`config.mk`:
```
export PLATFORM = sky130hd
export DESIGN_NAME = ps2_device_reset_identify_flat
export DESIGN_NICKNAME = d
export VERILOG_FILES = /design/src/sv/ps2dri_pkg.sv /design/src/sv/ps2dri_if.sv /design/src/sv/ps2_device_reset_identify.sv /design/src/flat_wrapper.sv
export VERILOG_INCLUDE_DIRS = /design/src /design/src/sv
export SDC_FILE = /design/constraint.sdc
export NUM_CORES = 1
export LEC_CHECK = 0
export ABC_AREA = 1
export BUFFER_PORTS_ARGS = -buffer_cell sky130_fd_sc_hd__buf_4
export CAP_MARGIN = 25
export CORE_ASPECT_RATIO = 1.5
export CORE_MARGIN = 1.5
export CORE_UTILIZATION = 40
export CTS_CLUSTER_SIZE = 14
export DETAILED_ROUTE_END_ITERATION = 12
export GPL_ROUTABILITY_DRIVEN = 1
export PLACE_DENSITY_LB_ADDON = 0.12
export REMOVE_ABC_BUFFERS = 1
export SETUP_SLACK_MARGIN = 0.05
export SLEW_MARGIN = 15
export SYNTH_ARGS = -nofsm -noshare
export SYNTH_HDL_FRONTEND = slang
export SYNTH_SLANG_ARGS = --single-unit
```
`constraint.sdc`:
```
create_clock -name clk -period 3.49 [get_ports clk]
set_input_delay 0.698 -clock clk [delete_from_list [all_inputs] [get_ports clk]]
set_output_delay 0.698 -clock clk [all_outputs]
set_load 0.02 [all_outputs]
```
`src/sv/ps2_device_reset_identify_defines.svh`:
```
// Assertion macros for the PS/2 device reset and identify sequencer.
`ifndef PS2_DEVICE_RESET_IDENTIFY_DEFINES_SVH
`define PS2_DEVICE_RESET_IDENTIFY_DEFINES_SVH

`ifndef SYNTH
// same-cycle implication
`define PS2DRI_ASSERT_NOW(label, ante, cons) \
	label: assert property (@(posedge clk) disable iff (!arst_n) (ante) |-> (cons)) \
		else $error("ps2dri assertion failed");
// next-cycle implication
`define PS2DRI_ASSERT_NEXT(label, ante, cons) \
	label: assert property (@(posedge clk) disable iff (!arst_n) (ante) |=> (cons)) \
		else $error("ps2dri assertion failed");
`else
`define PS2DRI_ASSERT_NOW(label, ante, cons)
`define PS2DRI_ASSERT_NEXT(label, ante, cons)
`endif

`endif

```
`src/sv/ps2dri_pkg.sv`:
```
// Types and constants shared by the PS/2 reset and identify sequencer.
`timescale 1ns / 1ps
package ps2dri_pkg;

	localparam int unsigned TimeoutW = 10;
	localparam int unsigned RetryW   = 4;
	localparam int unsigned CfgIdxW  = 2;

	localparam logic [TimeoutW-1:0] TIMEOUT_RST = 10'd100;
	localparam logic [RetryW-1:0]   RETRY_RST   = 4'd5;

	localparam logic [CfgIdxW-1:0] REG_TIMEOUT = 2'd0;
	localparam logic [CfgIdxW-1:0] REG_RETRY   = 2'd1;

	localparam logic [1:0] CMD_START = 2'd0;
	localparam logic [1:0] CMD_BYTE  = 2'd1;
	localparam logic [1:0] CMD_TICK  = 2'd2;

	localparam logic [7:0] DEV_RESET    = 8'hFF;
	localparam logic [7:0] RESP_RESEND  = 8'hFE;
	localparam logic [7:0] RESP_BAT_OK  = 8'hAA;
	localparam logic [7:0] ID_MOUSE_STD = 8'h00;
	localparam logic [7:0] ID_MOUSE_3   = 8'h03;
	localparam logic [7:0] ID_MOUSE_4   = 8'h04;
	localparam logic [7:0] ID_KBD_LEAD  = 8'hAB;

	localparam logic EVT_TX   = 1'b0;
	localparam logic EVT_DONE = 1'b1;

	typedef enum logic [1:0] {
		OUT_FAILED   = 2'd0,
		OUT_KEYBOARD = 2'd1,
		OUT_MOUSE    = 2'd2,
		OUT_UNKNOWN  = 2'd3
	} outcome_t;

	typedef enum logic [4:0] {
		PH_IDLE     = 5'b00001,
		PH_WAIT_ACK = 5'b00010,
		PH_WAIT_BAT = 5'b00100,
		PH_WAIT_ID1 = 5'b01000,
		PH_WAIT_ID2 = 5'b10000
	} phase_t;

endpackage

```
`src/sv/ps2dri_if.sv`:
```
// Channel interfaces: command words in, event words out, register writes.
`timescale 1ns / 1ps
interface ps2dri_req_if import ps2dri_pkg::*; ();
	logic       valid;
	logic       ready;
	logic [1:0] cmd;
	logic [7:0] rx_byte;
	modport source (output valid, cmd, rx_byte, input ready);
	modport sink (input valid, cmd, rx_byte, output ready);
endinterface

interface ps2dri_evt_if import ps2dri_pkg::*; ();
	logic       valid;
	logic       ready;
	logic       event_kind;
	logic [7:0] tx_byte;
	logic [1:0] outcome;
	modport source (output valid, event_kind, tx_byte, outcome, input ready);
	modport sink (input valid, event_kind, tx_byte, outcome, output ready);
endinterface

interface ps2dri_cfg_if import ps2dri_pkg::*; ();
	logic               valid;
	logic               ready;
	logic [CfgIdxW-1:0] index;
	logic [15:0]        data;
	modport source (output valid, index, data, input ready);
	modport sink (input valid, index, data, output ready);
endinterface

```
`src/sv/ps2_device_reset_identify.sv`:
```
// PS/2 device reset and identify sequencer, top level.
// An accepted command word that yields an event word presents it from the event register in the next cycle.
// Throughput: one command word per cycle; a held event word stalls input only
// while the event register is full and not being taken.
// Reset (arst_n low): phase idle, counters zero, timeout 100 ms, retry limit 5.
`timescale 1ns / 1ps
`include "ps2_device_reset_identify_defines.svh"
module ps2_device_reset_identify import ps2dri_pkg::*; (
	input logic          clk,
	input logic          arst_n,
	ps2dri_cfg_if.sink   cfg,
	ps2dri_req_if.sink   req,
	ps2dri_evt_if.source evt
);

	logic [TimeoutW-1:0] timeout_q;
	logic [RetryW-1:0]   retry_q;
	phase_t              phase_q, phase_d;
	logic [RetryW-1:0]   tries_q, tries_d;
	logic [TimeoutW-1:0] elapsed_q, elapsed_d;
	logic [TimeoutW:0]   elapsed_inc;

	logic     evt_valid_q;
	logic     evt_kind_q;
	outcome_t evt_outcome_q;

	logic     acc;
	logic     emit_tx;
	logic     done;
	outcome_t done_out;

	assign cfg.ready = 1'b1;
	assign req.ready = !evt_valid_q || evt.ready;
	assign acc       = req.valid && req.ready;

	assign elapsed_inc = {1'b0, elapsed_q} + {{TimeoutW{1'b0}}, 1'b1};

	always_comb begin
		phase_d   = phase_q;
		tries_d   = tries_q;
		elapsed_d = elapsed_q;
		emit_tx   = 1'b0;
		done      = 1'b0;
		done_out  = OUT_FAILED;
		case (req.cmd)
			CMD_START: begin
				if (retry_q == '0) begin
					tries_d = '0;
					done    = 1'b1;
				end else begin
					tries_d   = retry_q - {{(RetryW-1){1'b0}}, 1'b1};
					phase_d   = PH_WAIT_ACK;
					elapsed_d = '0;
					emit_tx   = 1'b1;
				end
			end
			CMD_BYTE: begin
				unique case (phase_q)
					PH_WAIT_ACK: begin
						if (req.rx_byte == RESP_RESEND) begin
							if (tries_q == '0) begin
								done = 1'b1;
							end else begin
								tries_d   = tries_q - {{(RetryW-1){1'b0}}, 1'b1};
								elapsed_d = '0;
								emit_tx   = 1'b1;
							end
						end else begin
							phase_d   = PH_WAIT_BAT;
							elapsed_d = '0;
						end
					end
					PH_WAIT_BAT: begin
						if (req.rx_byte == RESP_BAT_OK) begin
							phase_d   = PH_WAIT_ID1;
							elapsed_d = '0;
						end else begin
							done = 1'b1;
						end
					end
					PH_WAIT_ID1: begin
						if (req.rx_byte == ID_MOUSE_STD || req.rx_byte == ID_MOUSE_3 ||
						    req.rx_byte == ID_MOUSE_4) begin
							done     = 1'b1;
							done_out = OUT_MOUSE;
						end else if (req.rx_byte == ID_KBD_LEAD) begin
							phase_d   = PH_WAIT_ID2;
							elapsed_d = '0;
						end else begin
							done     = 1'b1;
							done_out = OUT_UNKNOWN;
						end
					end
					PH_WAIT_ID2: begin
						done     = 1'b1;
						done_out = OUT_KEYBOARD;
					end
					default: ;
				endcase
			end
			CMD_TICK: begin
				if (phase_q != PH_IDLE) begin
					if (elapsed_inc <= {1'b0, timeout_q}) begin
						elapsed_d = elapsed_inc[TimeoutW-1:0];
					end else begin
						done = 1'b1;
						unique case (phase_q)
							PH_WAIT_ID1: done_out = OUT_KEYBOARD;
							PH_WAIT_ID2: done_out = OUT_UNKNOWN;
							default:     done_out = OUT_FAILED;
						endcase
					end
				end
			end
			default: ;
		endcase
		if (done) begin
			phase_d   = PH_IDLE;
			elapsed_d = '0;
		end
	end

	always_ff @(posedge clk or negedge arst_n) begin
		if (!arst_n) begin
			timeout_q <= TIMEOUT_RST;
			retry_q   <= RETRY_RST;
		end else if (cfg.valid && cfg.ready) begin
			unique case (cfg.index)
				REG_TIMEOUT: timeout_q <= cfg.data[TimeoutW-1:0];
				REG_RETRY:   retry_q   <= cfg.data[RetryW-1:0];
				default: ;
			endcase
		end
	end

	always_ff @(posedge clk or negedge arst_n) begin
		if (!arst_n) begin
			phase_q   <= PH_IDLE;
			tries_q   <= '0;
			elapsed_q <= '0;
		end else if (acc) begin
			phase_q   <= phase_d;
			tries_q   <= tries_d;
			elapsed_q <= elapsed_d;
		end
	end

	always_ff @(posedge clk or negedge arst_n) begin
		if (!arst_n) begin
			evt_valid_q <= 1'b0;
		end else if (acc) begin
			evt_valid_q <= emit_tx || done;
		end else if (evt.ready) begin
			evt_valid_q <= 1'b0;
		end
	end

	// event payload, no reset needed
	always_ff @(posedge clk) begin
		if (acc && (emit_tx || done)) begin
			evt_kind_q    <= done ? EVT_DONE : EVT_TX;
			evt_outcome_q <= done ? done_out : OUT_FAILED;
		end
	end

	assign evt.valid      = evt_valid_q;
	assign evt.event_kind = evt_kind_q;
	assign evt.tx_byte    = (evt_kind_q == EVT_TX) ? DEV_RESET : 8'h00;
	assign evt.outcome    = evt_outcome_q;

	`PS2DRI_ASSERT_NOW(a_idle_no_count, phase_q == PH_IDLE, elapsed_q == '0)
	`PS2DRI_ASSERT_NEXT(a_done_to_idle, acc && done, phase_q == PH_IDLE)
	`PS2DRI_ASSERT_NOW(a_stall_blocks_in, evt_valid_q && !evt.ready, !req.ready)
	`PS2DRI_ASSERT_NOW(a_tx_clean, evt.valid && evt.event_kind == EVT_TX,
		evt.outcome == OUT_FAILED && evt.tx_byte == DEV_RESET)

endmodule

```
`src/flat_wrapper.sv`:
```
// flat-port wrapper written by rule: the top's interface ports become plain ports
module ps2_device_reset_identify_flat import ps2dri_pkg::*;
  (clk, arst_n, cfg_valid, cfg_index, cfg_data, cfg_ready, req_valid, req_cmd, req_rx_byte, req_ready, evt_valid, evt_event_kind, evt_tx_byte, evt_outcome, evt_ready);
  ps2dri_cfg_if cfg_i ();
  ps2dri_req_if req_i ();
  ps2dri_evt_if evt_i ();
  input logic clk;
  input logic arst_n;
  input wire logic [$bits(cfg_i.valid)-1:0] cfg_valid;
  input wire logic [$bits(cfg_i.index)-1:0] cfg_index;
  input wire logic [$bits(cfg_i.data)-1:0] cfg_data;
  output wire logic [$bits(cfg_i.ready)-1:0] cfg_ready;
  input wire logic [$bits(req_i.valid)-1:0] req_valid;
  input wire logic [$bits(req_i.cmd)-1:0] req_cmd;
  input wire logic [$bits(req_i.rx_byte)-1:0] req_rx_byte;
  output wire logic [$bits(req_i.ready)-1:0] req_ready;
  output wire logic [$bits(evt_i.valid)-1:0] evt_valid;
  output wire logic [$bits(evt_i.event_kind)-1:0] evt_event_kind;
  output wire logic [$bits(evt_i.tx_byte)-1:0] evt_tx_byte;
  output wire logic [$bits(evt_i.outcome)-1:0] evt_outcome;
  input wire logic [$bits(evt_i.ready)-1:0] evt_ready;
  assign cfg_i.valid = cfg_valid;
  assign cfg_i.index = cfg_index;
  assign cfg_i.data = cfg_data;
  assign cfg_ready = cfg_i.ready;
  assign req_i.valid = req_valid;
  assign req_i.cmd = req_cmd;
  assign req_i.rx_byte = req_rx_byte;
  assign req_ready = req_i.ready;
  assign evt_valid = evt_i.valid;
  assign evt_event_kind = evt_i.event_kind;
  assign evt_tx_byte = evt_i.tx_byte;
  assign evt_outcome = evt_i.outcome;
  assign evt_i.ready = evt_ready;
  ps2_device_reset_identify u_core (.clk(clk), .arst_n(arst_n), .cfg(cfg_i), .req(req_i), .evt(evt_i));
endmodule
```
# Yosys cells after proc, flatten, opt, wreduce, memory -nomap -nowiden
# Index checks and enable logic that the tools add are counted.
# classes
addsub	3
n_mul	0
div_mod_pow	0
order_cmp	1
n_eq_ne	25
n_shift	0
mux	50
n_bitwise	0
n_reduce_logical	21
# op_table
cell	count
$mux 10	9
$pmux 10 s3	2
$mux 5	6
$eq 8x8->1 const B	3
$mux 4	4
$mux 1	15
$pmux 5 s3	1
$pmux 2 s2	3
$add 10x1->11 const B	1
$le 11x10->1	1
$pmux 5 s2	1
$reduce_and 10->1	1
$eq 8x2->1 const B	1
$eq 8x3->1 const B	1
$logic_not 4->1	2
$logic_not 8->1	1
$mux 2	4
$mux 8	1
$ne 4x2->1 const B	2
$ne 4x3->1 const B	2
$pmux 4 s2	1
$reduce_and 8->1	1
$sub 4x1->4 const B	2
$ne 3x1->1 const B	2
other kinds (24)	33
# word_totals
register_bits	37
latch_bits	0
ramBits	0
rom_bits	0
in_bits	33
elab_cells	108
memories	0

# Depth between registers and ports, before layout
# Gate-level depths: netlist of the first run.
# logic_depth
ltp_word	8
ltp_mapped	25
depth_no_buf	24

# Worst setup path before layout of the first run
# No wires, ideal clock.
# synth_path
path_kind	register to register
from	register u_core.elapsed_q[2]
to	register u_core.evt_kind_q (netlist: u_core.evt.event_kind), enable pin
setup_ps	336
arrival_time_ps	2424
t_required_ps	3154
path_slack_ps	730
stages_incl_launch_ff	20
path_buffers	1
synth_period_minus_slack_ps	2760
path_cell_list	dfrtp_1 -> nand3_1 -> nor2_1 -> inv_1 -> nor2_1 -> nand2_1 -> nor2_1 -> xnor2_1 -> inv_1 -> ha_1 -> nand2_1 -> nor2_1 -> nand2_1 -> nor2_1 -> a21oi_2 -> nand3_2 -> nand3_2 -> nand2_2 -> buf_6 -> a21oi_1
# synth_via
elab_chain_len	7
# synth_lines
element	line	text
from (decl)	ps2_device_reset_identify.sv:20	logic [TimeoutW-1:0] elapsed_q, elapsed_d;
from (signal assigned)	ps2_device_reset_identify.sv:144	elapsed_q <= elapsed_d;
$add 10x1->11	ps2_device_reset_identify.sv:36	assign elapsed_inc = {1'b0, elapsed_q} + {{TimeoutW{1'b0}}, 1'b1};
$le 11x10->1	ps2_device_reset_identify.sv:103	if (elapsed_inc <= {1'b0, timeout_q}) begin
$mux 1	ps2_device_reset_identify.sv:103	
$mux 1	ps2_device_reset_identify.sv:102	if (phase_q != PH_IDLE) begin
$pmux 1 s3	ps2_device_reset_identify.sv:45	case (req.cmd)
$logic_or 1x1->1	ps2_device_reset_identify.sv:160	if (acc && (emit_tx || done)) begin
$logic_and 1x1->1	ps2_device_reset_identify.sv:160	
to (signal assigned)	ps2_device_reset_identify.sv:161	evt_kind_q <= done ? EVT_DONE : EVT_TX;
to (decl)	ps2_device_reset_identify.sv:24	logic evt_kind_q;
# Every way passes these cells.
# A chain may end at the register's enable or synchronous reset.

# Final worst setup path of the first run
# layout_path
from	register u_core.elapsed_q[0]
to	register u_core.phase_q[3]
# layout_via
elab_chain_len	7
# layout_lines
element	line	text
$add 10x1->11 *	ps2_device_reset_identify.sv:36	
$le 11x10->1 *	ps2_device_reset_identify.sv:103	
$mux 1 *	ps2_device_reset_identify.sv:103	
$mux 1 *	ps2_device_reset_identify.sv:102	
$pmux 1 s3 *	ps2_device_reset_identify.sv:45	
$ne 5x3->1 (no source line) (tied with other cells)	n/a	
$reduce_and 8->1 (no source line)	n/a	
to (signal assigned)	ps2_device_reset_identify.sv:142	phase_q <= phase_d;
to (decl)	ps2_device_reset_identify.sv:18	phase_t phase_q, phase_d;
# Every way passes the cells marked *; elsewhere a longest branch is shown, timed or not.

==> impl_metrics.yaml, run 1 <==
power:
  total_power_mw: 1.26
  p_leak_nw: 1.67
  pwr_density_cell_mw_per_mm2: 398
  peakVddDrop_uv: 282
worst_setup_path:
  worst-r2r-cell-count: 22
  crit_start: "u_core.elapsed_q[0]"
  crit_top_cell: "nand2_1"
  path_class: "reg -> reg"
  cp_max_fo: 11
  r2r-end: "u_core.phase_q[3]"
  timing.rr.start: "u_core.elapsed_q[0]"
  r2r_slack_ns: 0.36
  cpPeakStageDelay_ns: 0.41
  critPathLaunchType: "flip-flop"
  timing.critical_path.slowest_stage_cell: "dfrtp_2"
  cp.required_ns: 3.67
  cp-end-kind: "flip-flop"
  crit_chain: "ha_1, nand2_2, nor2_4, inv_1, nor2_2, nand2_1, xor2_1, ha_1, nand2_1, nor2_1, nand2_1, nor2_1, a21oi_2, nand3_2, nand3_2, nand2_4, nand2_1, nand2_1, nor2_8, nand2_4, nand2_1, nand2_1"
  worstPathArrival_ns: 3.31
timing:
  rsz0062_at_grt: "no"
  holdWs_ns: 0.342
  fin_crit_ns: 3.13
  max_slew.worst_pin.slew_ns: 0.541
  fmax_mhz: 320
  finalSetupViolCount: 0
  final-hold-violation-count: 0
  period_share_pct: 89.6
  drv_slew: 0
  skew_ns: 0.00959
  slew_headroom_pct: 63.8
  timing.setup.tns_ns: 0
routing:
  drc: 0
  avgRoutedWirePerCell_um: 12.0
  drt-total-wl_mm: 5.81
  routed-via-count: 2348
  final_antenna_net_count: 0
  initialDrtViolationCount: 77
  drtPass1Iterations: 4
  vias_per_cell: 4.86
yosys:
  ys_types: 37
  yosys.area.top_type: "dfrtp_1"
  async_flop_share_pct: 91.9
  post-synth-top-count-cell: "nand2_1"
  yosys_warnings: 0
  synth_common_cells: "nand2_1 (88), inv_1 (64), nor2_1 (33), dfrtp_1 (28), nand3_1 (24)"
  synth.top_cell.area_share_pct: 25.7
  syn_inst: 371
  synth.area.top_cells: "dfrtp_1 (26%), nand2_1 (12%), inv_1 (8.8%)"
  ys.flop_type: "dfrtp_1"
  mappedNetlistArea_sq_mm: 0.00273
  synth_area_per_cell_sq_um: 7.35
  synth-edff-count: 3
  ys_ff_latch: 37
  synth_seq_area_share_pct: 34.8
clocking:
  cts_tree: "yes"
  clk_pin_slew_worst_paths_ns: 0.08
  cts_setup_buffers: 0
  cts_max_path_buffers: 2
  htreeDepth: 2
  cts.sinks: 37
  cts_made_buffers: 5
  cts_root_buf: "clkbuf_8"
  cts_resized: 0
  clock_latency_ns: 0.29
  hold_buffers: 0
cells_and_area:
  num-nets-final: 456
  fin_util_pct: 48.3
  design_area_sq_mm: 0.00316
  nFillCells: 658
  drive_above_1_share_pct: 22.6
  n_antenna_cell: 0
  area_delta_synth_final_pct: 15.7
global_routing:
  grt_usage_pct: 17.1
  grt_max_degree: 35
  grt_overflow: 0
  antenna_found_initial: 0
  grt_pass1_wl_mm: 10.1
  grt_pass1_vias: 2369
placement:
  dpl_cell_area_sq_mm: 0.00305
  place_congestion: 0.899
  portBuffers: 39
  dpl.hpwl_mm: 4.64
flow_run:
  cap_violations: 0
floorplan:
  num_io_pins: 47
  fp.coreArea_sq_mm: 0.00653
  row_count: 36
  start_util_pct: 41.8
  fp.dieW_um: 70.4
  die_y_um: 104
  die_area_sq_mm: 0.00733
worst_hold_path:
  holdCritPathClass: "in -> async"
outcome:
  status: "complete, no violations"
[per-layer routing]
| metal | GRT usage [%] | routed length [um] |
|---|---|---|
| met5 | 0 | 0 |
| met2 | 30.9 | 3090 |
| met1 | 18.7 | 2340 |
| met3 | 2.33 | 109 |
| met4 | 9.34 | 261 |
[cell usage in the layout (no fill, tap or decap), drive strengths merged]
cell / Yosys / routed
xor2: 5 / 5
o21ai: 30 / 30
inv: 65 / 65
a21oi: 18 / 18
nand4: 1 / 1
a31o: 1 / 1
dfstp: 6 / 6
nor2: 36 / 36
o211ai: 3 / 3
xnor2: 2 / 2
o21a: 1 / 1
nand2: 94 / 94
nor3: 8 / 8
clkinv: 0 / 2
dfrtp: 28 / 28
nor4: 1 / 1
buf: 13 / 45
a22oi: 1 / 1
ha: 17 / 17
nand3b: 3 / 3
a211oi: 1 / 1
clkbuf: 4 / 6
conb: 1 / 1
edfxtp: 3 / 3
nand3: 28 / 28
or2: 1 / 1
[through the flow]
stage / setup slack (ns) / cells
global placement: 0.237 / 475
detailed placement: 0.224 / 475
finish: 0.361 / 483
CTS: 0.197 / 483
floorplan: 0.464 / 354
global route: 0.0828 / 483
[logic make-up (layout without fill, tap and decap cells)]
logic type / count (synthesis) / in the layout / share of synthesized area (%)
adder cells (fa/ha/maj): 17 / 17 / 7.80
other: 1 / 1 / 0.137
buffers and inverters: 82 / 118 / 13.3
flip-flops: 37 / 37 / 34.8
AO/OA/AOI/OAI: 55 / 55 / 12.4
XOR/XNOR: 7 / 7 / 2.25
AND/OR/NAND/NOR: 172 / 172 / 29.3
[how the worst max path moves through the flow]
stage	slack (ns)	end
2_1_floorplan	0.46	u_core.elapsed_q[0]
4_1_cts	0.20	u_core.phase_q[3]
5_1_grt	0.08	u_core.phase_q[3]
6_report	0.36	u_core.phase_q[3]
3_3_place_gp	0.24	u_core.phase_q[2]
3_5_place_dp	0.22	u_core.phase_q[3]
[area by class of cell]
class | count | area [sq um] | share of cell area (%)
inverters | 65 | 244 | 7.73
clock buffers | 6 | 72.6 | 2.30
flip-flops and latches | 37 | 951 | 30.1
clock inverters | 2 | 10.0 | 0.317
multi-input cells | 252 | 1430 | 45.4
repair buffers | 45 | 350 | 11.1
well taps | 76 | 95.1 | 3.01
[power by group]
group	switching (mW)	internal (mW)	leakage, nW
Clock	0.150	0.138	0.0450
Combinational	0.253	0.165	1.18
Sequential	0.0438	0.506	0.447
[flip-flops by register name, indices dropped and copies added (netlist names)]
name and flops:
u_core.timeout_q 10, u_core.elapsed_q 10, u_core.evt.event_kind 1, u_core.phase_q 5, u_core.retry_q 4, u_core.evt.outcome 2
u_core.evt.valid 1, u_core.tries_q 4
[worst max-delay path: cells and delay by family, from the launching register on]
kind	cells	cell delay [ns]
fa+ha+maj	2	0.50
buf+inv	1	0.06
simple gates	17	1.63
flops	1	0.41
compound gates	1	0.20
xor+xnor	1	0.21
Note: power is estimated with default switching activity, not from simulation.
==> run 2: changes to the inputs <==
--- a/config.mk
+++ b/config.mk
@@ -9,6 +9,8 @@
 export ABC_AREA = 1
 export BUFFER_PORTS_ARGS = -buffer_cell sky130_fd_sc_hd__buf_4
 export CAP_MARGIN = 25
+export CELL_PAD_IN_SITES_DETAIL_PLACEMENT = 0
+export CELL_PAD_IN_SITES_GLOBAL_PLACEMENT = 1
 export CORE_ASPECT_RATIO = 1.5
 export CORE_MARGIN = 1.5
 export CORE_UTILIZATION = 40
==> impl_metrics.yaml, run 2 (synthesis results as in run 1) <==
worst_setup_path:
  worstPathArrival_ns: 3.04
  r2r-end: "u_core.evt.event_kind"
  worst-r2r-cell-count: 18
  path_class: "reg -> reg"
  critPathLaunchType: "flip-flop"
  cp-end-kind: "flip-flop"
  cp.required_ns: 3.45
  cp_max_fo: 10
  r2r_slack_ns: 0.41
  timing.rr.start: "u_core.elapsed_q[2]"
clocking:
  htreeDepth: 2
  cts_tree: "yes"
  cts_max_path_buffers: 2
  clock_latency_ns: 0.29
  cts_made_buffers: 5
  cts_root_buf: "clkbuf_8"
  clk_pin_slew_worst_paths_ns: 0.08
  cts.sinks: 37
power:
  power_frac_seq_pct: 42.5
  internal_power_mw: 0.846
  total_power_mw: 1.29
  power.share.combinational_pct: 31.9
  pwr_density_cell_mw_per_mm2: 409
  p_leak_nw: 1.68
  pwr-share-clk_pct: 25.6
  p_switching_mw: 0.448
  netSwitchingFraction_pct: 34.6
  peakVddDrop_uv: 186
flow_run:
  cap_violations: 0
cells_and_area:
  design_area_sq_mm: 0.00317
  largestRegisters: "u_core.elapsed_q x10, u_core.timeout_q x10, u_core.phase_q x5"
  layout_common_cells: "nand2_1 (87), inv_1 (64), buf_4 (44), nor2_1 (32), dfrtp_1 (27)"
  layout_commonest_cell: "nand2_1"
  area_delta_synth_final_pct: 16.1
  nFillCells: 675
  fin_util_pct: 48.5
  n_antenna_cell: 0
  num-nets-final: 456
  drive_above_1_share_pct: 22.4
  finalNonFillerCells: 483
floorplan:
  num_io_pins: 47
  start_util_pct: 41.8
  fp.coreArea_sq_mm: 0.00653
  fp.dieW_um: 70.4
  die_y_um: 104
  die_area_sq_mm: 0.00733
  row_count: 36
timing:
  final-hold-violation-count: 0
  fin_crit_ns: 3.08
  timing.setup.tns_ns: 0
  drv_slew: 0
  fmax_mhz: 324
  layout_setup_ws_ns: 0.406
  holdWs_ns: 0.348
  skew_ns: 0.00642
  period_share_pct: 88.4
  rsz0062_at_grt: "no"
  slew_headroom_pct: 62.7
  finalSetupViolCount: 0
  max_slew.worst_pin.slew_ns: 0.558
placement:
  dpl.cell_count: 473
  dpl.hpwl_mm: 4.59
  dp_slack_ns: 0.261
  portBuffers: 39
  dpl_cell_area_sq_mm: 0.00304
  place_congestion: 0.822
routing:
  drt-total-wl_mm: 5.77
  drtPass1Iterations: 4
  final_antenna_net_count: 0
  vias_per_cell: 4.68
  initialDrtViolationCount: 47
  drc: 0
  avgRoutedWirePerCell_um: 11.9
  routed-via-count: 2260
worst_hold_path:
  holdCritPathClass: "in -> async"
global_routing:
  grt_pass1_vias: 2354
  grt_usage_pct: 17.1
  antenna_found_initial: 0
  grt_max_degree: 35
  grt_overflow: 0
  grt_pass1_wl_mm: 10.3
outcome:
  status: "complete, no violations"
==> run 2: cell count changes in the layout (fill, tap and decap cells not counted), sizes merged <==
cell	previous run	this run
clkbuf	6	7
clkinv	2	1
==> run 2: layout make-up <==
type | count | area (sq um) | share of cell area, %
Multi-Input combinational cell | 252 | 1430 | 45.0
Inverter | 65 | 244 | 7.70
Clock buffer | 7 | 96.3 | 3.04
Tap cell | 76 | 95.1 | 3.00
Sequential cell | 37 | 950 | 30.0
Clock inverter | 1 | 5.00 | 0.158
Timing Repair Buffer | 45 | 350 | 11.1
==> run 2: critical path, cell delays in order (launching register included) <==
cell	delay (ns)
dfrtp_1	0.41
nand3_1	0.14
nor2_2	0.17
inv_1	0.07
nor2_1	0.12
nand2_1	0.10
nor2_1	0.13
xnor2_1	0.13
inv_1	0.07
ha_1	0.30
nand2_1	0.10
nor2_1	0.05
nand2_1	0.05
nor2_1	0.05
a21oi_2	0.19
nand3_2	0.11
nand3_2	0.10
nand2_4	0.12
a21oi_1	0.34
==> run 2: metal layers <==
metal | routed length, um | vias up | share of wire (%) | track usage [%]
met4 | 85 | 0 | 1.5 | 4.95
met1 | 2290 | 1011 | 40 | 18.5
met5 | 0 | - | 0 | 0
met2 | 3280 | 21 | 57 | 33.6
met3 | 111 | 6 | 1.9 | 2.33
li1 | - | 1222 | - | -
==> run 2: what timing repair did <==
action	4_1_cts	5_1_grt
setup endpoints to repair	0	21
buffers inserted	0	2
hold buffers	0	0
resized for setup	0	4
==> run 2: worst max-delay path by stage <==
stage                        startpoint                     to  slack, ns  cells after the start
finish              u_core.elapsed_q[2]  u_core.evt.event_kind       0.41                     18
global route        u_core.elapsed_q[2]    u_core.elapsed_q[2]       0.03                     22
CTS                 u_core.elapsed_q[0]      u_core.phase_q[3]       0.23                     21
detailed placement  u_core.elapsed_q[0]      u_core.phase_q[3]       0.26                     21
global placement    u_core.elapsed_q[0]      u_core.phase_q[3]       0.25                     21
floorplan           u_core.elapsed_q[2]    u_core.elapsed_q[0]       0.46                     21
==> run 2: power groups by stage <==
stage | Sequential, mW | Clock [mW] | Combinational, mW
after floorplan | 0.551 | 0 | 0.286
after global placement | 0.555 | 0 | 0.414
after detailed placement | 0.557 | 0 | 0.418
after CTS | 0.549 | 0.347 | 0.421
after global routing | 0.559 | 0.364 | 0.477
final | 0.550 | 0.332 | 0.413
==> run 3: changes to the inputs <==
--- a/config.mk
+++ b/config.mk
@@ -8,11 +8,11 @@
 export LEC_CHECK = 0
 export ABC_AREA = 1
 export BUFFER_PORTS_ARGS = -buffer_cell sky130_fd_sc_hd__buf_4
-export CAP_MARGIN = 25
+export CAP_MARGIN = 0
 export CELL_PAD_IN_SITES_DETAIL_PLACEMENT = 0
 export CELL_PAD_IN_SITES_GLOBAL_PLACEMENT = 1
 export CORE_ASPECT_RATIO = 1.5
-export CORE_MARGIN = 1.5
+export CORE_MARGIN = 1
 export CORE_UTILIZATION = 40
 export CTS_CLUSTER_SIZE = 14
 export DETAILED_ROUTE_END_ITERATION = 12
==> impl_metrics.yaml, run 3 (synthesis results as in run 1) <==
outcome:
  status: "complete, no violations"
cells_and_area:
  layout_common_cells: "nand2_1 (88), inv_1 (64), buf_4 (42), nor2_1 (31), dfrtp_1 (27)"
  fin_util_pct: 48.6
  drive_above_1_share_pct: 22.2
  num-nets-final: 454
  layout_commonest_cell: "nand2_1"
  finalNonFillerCells: 481
  nFillCells: 678
  largestRegisters: "u_core.elapsed_q x10, u_core.timeout_q x10, u_core.phase_q x5"
  n_antenna_cell: 0
  design_area_sq_mm: 0.00318
  area_delta_synth_final_pct: 16.5
clocking:
  cts_root_buf: "clkbuf_8"
  cts_made_buffers: 5
  htreeDepth: 2
  clock_latency_ns: 0.29
  cts_tree: "yes"
  cts.sinks: 37
  clk_pin_slew_worst_paths_ns: 0.08
  cts_max_path_buffers: 2
  hold_buffers: 0
  cts_setup_buffers: 0
global_routing:
  grt_use_met1_pct: 18.4
  grt_max_degree: 35
  grt_pass1_wl_mm: 9.88
  grt_usage_pct: 17.4
  busiest_layer: "met2"
  met3_usage_pct: 2.44
  grt_pass1_vias: 2215
  grt_overflow: 0
  use_met2_pct: 35.3
  antenna_found_initial: 0
routing:
  routed-via-count: 2265
  drt-total-wl_mm: 5.65
  initialDrtViolationCount: 70
  vias_per_cell: 4.71
  drtPass1Iterations: 4
  drc: 0
  final_antenna_net_count: 0
  avgRoutedWirePerCell_um: 11.7
worst_hold_path:
  holdCritPathClass: "in -> async"
worst_setup_path:
  cp.buffers_inverters: 2
  cp_max_fo: 10
  critPathLaunchType: "flip-flop"
  cp-end-kind: "flip-flop"
  cp.required_ns: 3.67
  cpLargestDelayFamily: "simple AND/OR/NAND/NOR gates"
  timing.critical_path.slowest_stage_cell: "dfrtp_1"
  cpPeakStageDelay_ns: 0.42
  crit_chain: "nand3_1, nor2_2, inv_1, nor2_1, nand2_1, nor2_1, xnor2_1, inv_1, ha_1, nand2_1, nor2_1, nand2_1, nor2_1, a21oi_2, nand3_2, nand3_2, nand2_4, nand2_1, nand2_1, nor2_8, nand2_4, nand2_1, nand2_1"
  path_class: "reg -> reg"
  worstPathArrival_ns: 3.26
  crit_top_cell: "nand2_1"
power:
  power.share.combinational_pct: 30.4
  p_switching_mw: 0.454
  peakVddDrop_uv: 266
  power_frac_seq_pct: 40.4
  internal_power_mw: 0.901
  pwr-share-clk_pct: 29.2
  pwr_density_cell_mw_per_mm2: 427
  total_power_mw: 1.36
  p_leak_nw: 1.68
  netSwitchingFraction_pct: 33.5
timing:
  skew_ns: 0.0101
  finalSetupViolCount: 0
  fmax_mhz: 325
  fin_crit_ns: 3.08
  drv_slew: 0
  final-hold-violation-count: 0
  slew_headroom_pct: 61.7
  rsz0062_at_grt: "no"
  timing.setup.tns_ns: 0
  period_share_pct: 88.2
  max_slew.worst_pin.slew_ns: 0.573
placement:
  dpl.cell_count: 473
  place_congestion: 0.800
  portBuffers: 39
  dpl.hpwl_mm: 4.50
  dpl_cell_area_sq_mm: 0.00304
floorplan:
  fp.dieW_um: 69.4
  fp.coreArea_sq_mm: 0.00653
  row_count: 36
  die_y_um: 103
  start_util_pct: 41.8
  die_area_sq_mm: 0.00716
  num_io_pins: 47
flow_run:
  cap_violations: 0
==> run 3: cell types whose count changed in the layout (fill, tap and decap cells not counted) <==
cell,before,now
nand2_2,3,2
inv_4,0,1
clkinv_2,1,0
nor2_2,2,3
xor2_2,0,1
clkbuf_8,7,6
nand2_1,87,88
buf_4,44,42
xor2_1,5,4
nor2_1,32,31
bufinv_16,0,1
==> run 3: layer usage <==
| layer | vias up | routed length, um |
|---|---|---|
| li1 | 1217 | - |
| met1 | 1021 | 2260 |
| met2 | 22 | 3200 |
| met3 | 5 | 116 |
| met4 | 0 | 74 |
| met5 | - | 0 |
==> run 3: area by class of cell <==
class	count	area [sq um]	area share (%)
repair buffers	43	335	10.6
well taps	76	95.1	2.99
clock buffers	6	82.6	2.60
flip-flops and latches	37	950	29.9
multi-input cells	252	1430	45.1
inverters	65	244	7.68
clock inverters	2	36.3	1.14
==> run 3: worst paths after layout <==
kind / depth (start not counted) / slack [ns] / from / endpoint
hold reg to reg: 2 / 0.49 / u_core.phase_q[0] / u_core.phase_q[0]
hold / removal: 1 / 0.34 / arst_n / u_core.tries_q[2]
setup / recovery: 23 / 0.41 / u_core.elapsed_q[2] / u_core.phase_q[3]
setup reg to reg: 23 / 0.41 / u_core.elapsed_q[2] / u_core.phase_q[3]
min in group clk: 2 / 0.49 / u_core.phase_q[0] / u_core.phase_q[0]
max in group asynchronous: 1 / 2.80 / arst_n / u_core.timeout_q[6]
==> run 3: power groups by stage <==
stage	logic (mW)	registers, mW	clock network (mW)
floorplan	0.286	0.551	0
global placement	0.414	0.555	0
detailed placement	0.415	0.556	0
CTS	0.418	0.547	0.412
global route	0.482	0.558	0.428
finish	0.412	0.547	0.396
==> run 3: repair_timing <==
item | 4_1_cts | 5_1_grt
hold endpoints to repair | 0 | 0
resized for setup | 0 | 5
endpoints found under the setup margin | 0 | 20
==> run 3: through the flow <==
| stage | worst slack (ns) | hold WS (ns) |
|---|---|---|
| after detailed placement | 0.271 | 0.475 |
| after CTS | 0.234 | 0.359 |
| after global routing | 0.0418 | 0.378 |
| after global placement | 0.245 | 0.465 |
| final | 0.410 | 0.341 |
| after floorplan | 0.464 | 0.402 |
